**config.mk**
```make
export PLATFORM = sky130hd
export DESIGN_NAME = tapv_mulq
export DESIGN_NICKNAME = d
export VERILOG_FILES = /design/src/hw/rtl/tapv_mulq.sv
export SDC_FILE = /design/constraint.sdc
export NUM_CORES = 2
export LEC_CHECK = 0
export ABC_AREA = 1
export BUFFER_PORTS_ARGS = -buffer_cell sky130_fd_sc_hd__buf_2
export CAP_MARGIN = 20
export CELL_PAD_IN_SITES_DETAIL_PLACEMENT = 0
export CELL_PAD_IN_SITES_GLOBAL_PLACEMENT = 2
export CORE_ASPECT_RATIO = 1.25
export CORE_MARGIN = 2
export CORE_UTILIZATION = 41
export CTS_BUF_LIST = sky130_fd_sc_hd__clkbuf_8
export DETAILED_ROUTE_END_ITERATION = 12
export GPL_TIMING_DRIVEN = 0
export PLACE_DENSITY = 0.85
export SYNTH_ARGS = -nofsm -noshare
export SYNTH_HDL_FRONTEND = slang
export SYNTH_SLANG_ARGS = --single-unit
```
**constraint.sdc**
```tcl
create_clock -name aclk -period 9.4 [get_ports aclk]
set_clock_uncertainty 0.05 [all_clocks]
set_input_delay 0.47 -clock aclk [delete_from_list [all_inputs] [get_ports aclk]]
set_output_delay 0.47 -clock aclk [all_outputs]
set_load 0.005 [all_outputs]
```
**src/hw/rtl/tapv_mulq.sv**
```systemverilog
`timescale 1ns / 1ps
// ----------------------------------------------------------------------------
// tapv_mulq
// registered fixed point multiply: floor(a*b >> FRAC_BITS), clamped to +-2^60
// ----------------------------------------------------------------------------
module tapv_mulq #(
    parameter int COORD_WIDTH = 32,
    parameter int FRAC_BITS   = 16
) (
    input  logic                          aclk,
    input  logic                          en,
    input  logic signed [COORD_WIDTH-1:0] a,
    input  logic signed [COORD_WIDTH-1:0] b,
    output logic signed [61:0]            p
);
    localparam int PW = 2 * COORD_WIDTH;
    localparam int SW = (PW > 62) ? PW : 62;

    logic signed [PW-1:0] prod_reg;
    logic signed [SW-1:0] shifted;
    logic signed [SW-1:0] lim_pos;
    logic signed [SW-1:0] lim_neg;

    always_ff @(posedge aclk) begin
        if (en) begin
            prod_reg <= a * b;
        end
    end

    always_comb begin
        shifted = SW'(prod_reg >>> FRAC_BITS);
        lim_pos = SW'(64'sd1 <<< 60);
        lim_neg = -lim_pos;
        if (shifted > lim_pos) begin
            p = 62'(lim_pos);
        end else if (shifted < lim_neg) begin
            p = 62'(lim_neg);
        end else begin
            p = 62'(shifted);
        end
    end

endmodule

```
# --- Yosys cells after proc, flatten, opt, wreduce, memory -nomap -nowiden ---
# Index checks and enable logic that the tools add are counted.
# W data, S select, Z words.
totals:
  regBits: 64
  latchBits: 0
  ram_bits: 0
  romBits: 0
  inputBits: 66
  output_inout_bits: 62
  n_memories: 0
op_classes:
  add_sub_neg: 0
  multipliers: 1
  div: 0
  n_lt_le_gt_ge: 2
  n_eq_ne: 0
  shifts: 0
  mux: 2
  n_bitwise: 0
  n_reduce_logical: 0
ops:
  columns: ["cell", "count"]
  rows:
  - ["$mux W62", 2]
  - ["$mul A32 B32 Y64", 1]
  - ["$gt A48 B62 Y1 const B", 1]
  - ["$lt A48 B61 Y1 const B", 1]

# --- Longest topological paths before layout ---
logic_depth:
  depth_word: 3
  ltp_mapped: 30
  mapped_depth_nobuf: 29

# --- Least setup slack after synthesis ---
# No wires, ideal clock.
synth_timing:
  path_kind: "input -> register"
  from: "input port a[31]"
  to: "register prod_reg[58], data pin"
  setup_ps: 252
  t_arrival_ps: 7107
  slack_ps: 1991
  cell_stages: 27
  n_path_buf: 1
  path_cell_list: "clkbuf_1 -> nand2_1 -> inv_1 -> fa_1 -> inv_1 -> fa_1 -> inv_1 -> fa_1 -> fa_1 -> inv_1 -> fa_1 -> inv_1 -> fa_1 -> inv_1 -> fa_1 -> fa_1 -> inv_1 -> ha_1 -> nand2_1 -> nor2_1 -> inv_1 -> nor3_1 -> nand2_1 -> nor3_1 -> nand2_1 -> nand3_1 -> nand2_1"
synth_via:
  elab_chain_len: 1
synth_rtl:
  columns: ["item", "line_no", "source"]
  rows:
  - ["from (decl)", "12", "input logic signed [COORD_WIDTH-1:0] a,"]
  - ["$mul A32 B32 Y64", "26", "prod_reg <= a * b;"]
  - ["to (signal assigned)", "26", null]
  - ["to (decl)", "19", "logic signed [PW-1:0] prod_reg;"]
# Every way passes these cells.
# A chain may end at the register's enable or synchronous reset.

# --- Worst setup path in the final report ---
layout_timing:
  from: "input port b[12]"
  to: "register prod_reg[63], data pin"
layout_via:
  elab_chain_len: 1
layout_rtl:
  columns: ["item", "line_no", "source"]
  rows:
  - ["from (decl)", "13", "input logic signed [COORD_WIDTH-1:0] b,"]
  - ["$mul A32 B32 Y64", "26", null]
# Every way passes these cells.

==> impl_metrics.ini <==
[outcome]
outcome = completed

[global_route]
grt_pass1_vias = 34800
globalRouteTotalUtil = 0.327
grt_pass1_wl_um = 232000
grt_max_degree = 49
grt_antenna_before_repair = 8
grt_overflow_total = 0

[critical_path]
path_class = in -> reg
timing.critical_path.slowest_cell_delay_ns = 0.77
endpoint_kind = flop
critPathBufInv = 9
worstSetupStartpointType = input pin
critical_path.top_delay_family = adder cells
crit_path_frequent_cell = fa_1
crit_fanout = 10
crit_arrival_ns = 8.90
critPathRequiredTime_ns = 9.43
cpMaxStageDelayCell = clkbuf_1

[worst_hold_path]
worst_hold_path_type = in -> reg

[die]
start_util = 0.414
core_area_um2 = 96000
fp.dieArea_um2 = 99400
chipHeight_um = 352
fp-row-count = 127
width_of_the_die_um = 282
floorplan.io_pins = 128

[route]
total_via_count_after_detailed_routing = 31600
drt.antenna.violating_nets = 0
totalWireLength_um = 155000
via_per_inst = 4.92
drt-wirelength-per-cell_um = 24.1
drc = 0
first_iter_violations = 2269
firstDrtPassIters = 6

[finish]
n_fill_cell = 10100
final_common_cell = inv_1
number_of_flip_flops_under_the_largest_register_name = 48
area.growth.synth_to_final_pct = 6.66
layout.core_utilization = 0.441
nNetsFinal = 6462
final_cell_mix = 1,655 x inv_1, 1,402 x nand2_1, 1,080 x fa_1
drive_gt1_frac = 0.0350

[cts]
clockRootBuffer = clkbuf_8
cts-hold-fix-buffers = 0
number_of_buffers_added_by_the_clock_tree_synthesis_step = 5
ctsHtreeMaxLevel = 2
clkSinkCount = 48
path_clk_slew_ns = 0.10
max-clock-path-buffers = 2
tritoncts = done

[logic_synthesis]
synth_cell_type_count = 25
postSynth.asyncResetShare = 0
yosysWarnings = 0
synth_top_flop_cell = edfxtp_1
post-synth-top-area-fraction = 0.545
synth-seq-cells = 48
synthesis.area_per_instance_um2 = 7.97
syn_nets = 6310
synth.area.top_cells = fa_1 55%, inv_1 16%, nand2_1 13%
synth-seq-area-share = 0.0363
postSynthCellCount = 4983
number_of_enable_type_register_cells_in_the_synthesized_netlist = 48
synthesis.area_um2 = 39700
netlist.top_cell.by_area = fa_1

[run]
drv.max_cap_violation_count = 0

[sta]
grt_setup_unrepaired = false
timing_worst_slew_pin_value_ns = 1.25
final.setup.tns_ns = 0
drv_slew = 0
hold_viol_final = 0
fmax_mhz = 113
setup-violations-final = 0
post-route-period-util = 0.943
post-route-min-period_ns = 8.87
max-slew-margin-rel = 0.165
hold_ws_ns = 0.487

[placed_design]
placer_congestion_estimate = 1.03
dpl.hpwl_um = 138000
port_buffers = 127
Yosys cell counts (all sizes together) (4+ instances only):
library cell  instances
inv                1655
nand2              1404
fa                 1081
clkbuf              191
ha                  180
nor2                142
a21oi                87
nand3                56
edfxtp               48
o21ai                42
xor2                 22
buf                  15
nor3                 14
o21bai               11
nand4                10
or2                   9
xnor2                 7
nor4                  4
layout make-up:
| type | instances | area, um2 | share of cell area |
|---|---|---|---|
| antenna | 2 | 5.00 | 0.000118 |
| buffer | 206 | 827 | 0.0195 |
| clock buffer | 5 | 68.8 | 0.00162 |
| clock inverter | 3 | 42.5 | 0.00100 |
| inverter | 1655 | 6210 | 0.147 |
| multi-input combinational | 3074 | 31200 | 0.737 |
| sequential | 48 | 1440 | 0.0340 |
| tap | 1290 | 1610 | 0.0381 |
| timing repair buffer | 145 | 911 | 0.0215 |
per-stage QoR:
stage	setup WS, ns	std cells	cell area [um2]
6_report	0.533	6428	42400
5_1_grt	0.248	6427	42300
4_1_cts	0.358	6421	42300
3_5_place_dp	0.0572	6413	42200
3_3_place_gp	0.0260	6400	42000
2_1_floorplan	1.99	4983	39700
cell families (layout without fill, tap and decap cells):
kind of cell / after synthesis / after routing / synth area share
compound gates: 143 / 143 / 0.0189
xor+xnor: 29 / 29 / 0.00640
fa+ha+maj: 1261 / 1261 / 0.602
buf+inv: 1861 / 2014 / 0.177
flops: 48 / 48 / 0.0363
other cells: 0 / 2 / 0
simple gates: 1641 / 1641 / 0.159
worst paths after layout:
path / startpoint / to / slack (ns) / depth (start not counted)
setup / recovery: b[12] / prod_reg[63] / 0.53 / 27
hold / removal: en / prod_reg[20] / 0.49 / 1
routing by layer:
metal / GRT usage / routed length (um) / vias up
li1: - / - / 13900
met5: 0 / 58 / -
met2: 0.546 / 74500 / 1138
met1: 0.405 / 58600 / 16200
met3: 0.0418 / 9940 / 340
met4: 0.189 / 11700 / 10
timing repair:
| action | in CTS | in global routing |
|---|---|---|
| gates resized for setup | 0 | 1 |
| buffers inserted | 0 | 0 |
| setup endpoints to repair | 0 | 5 |
Power is not shown: default switching activity piles up to over one toggle a cycle in this logic, so the estimate is an artifact.
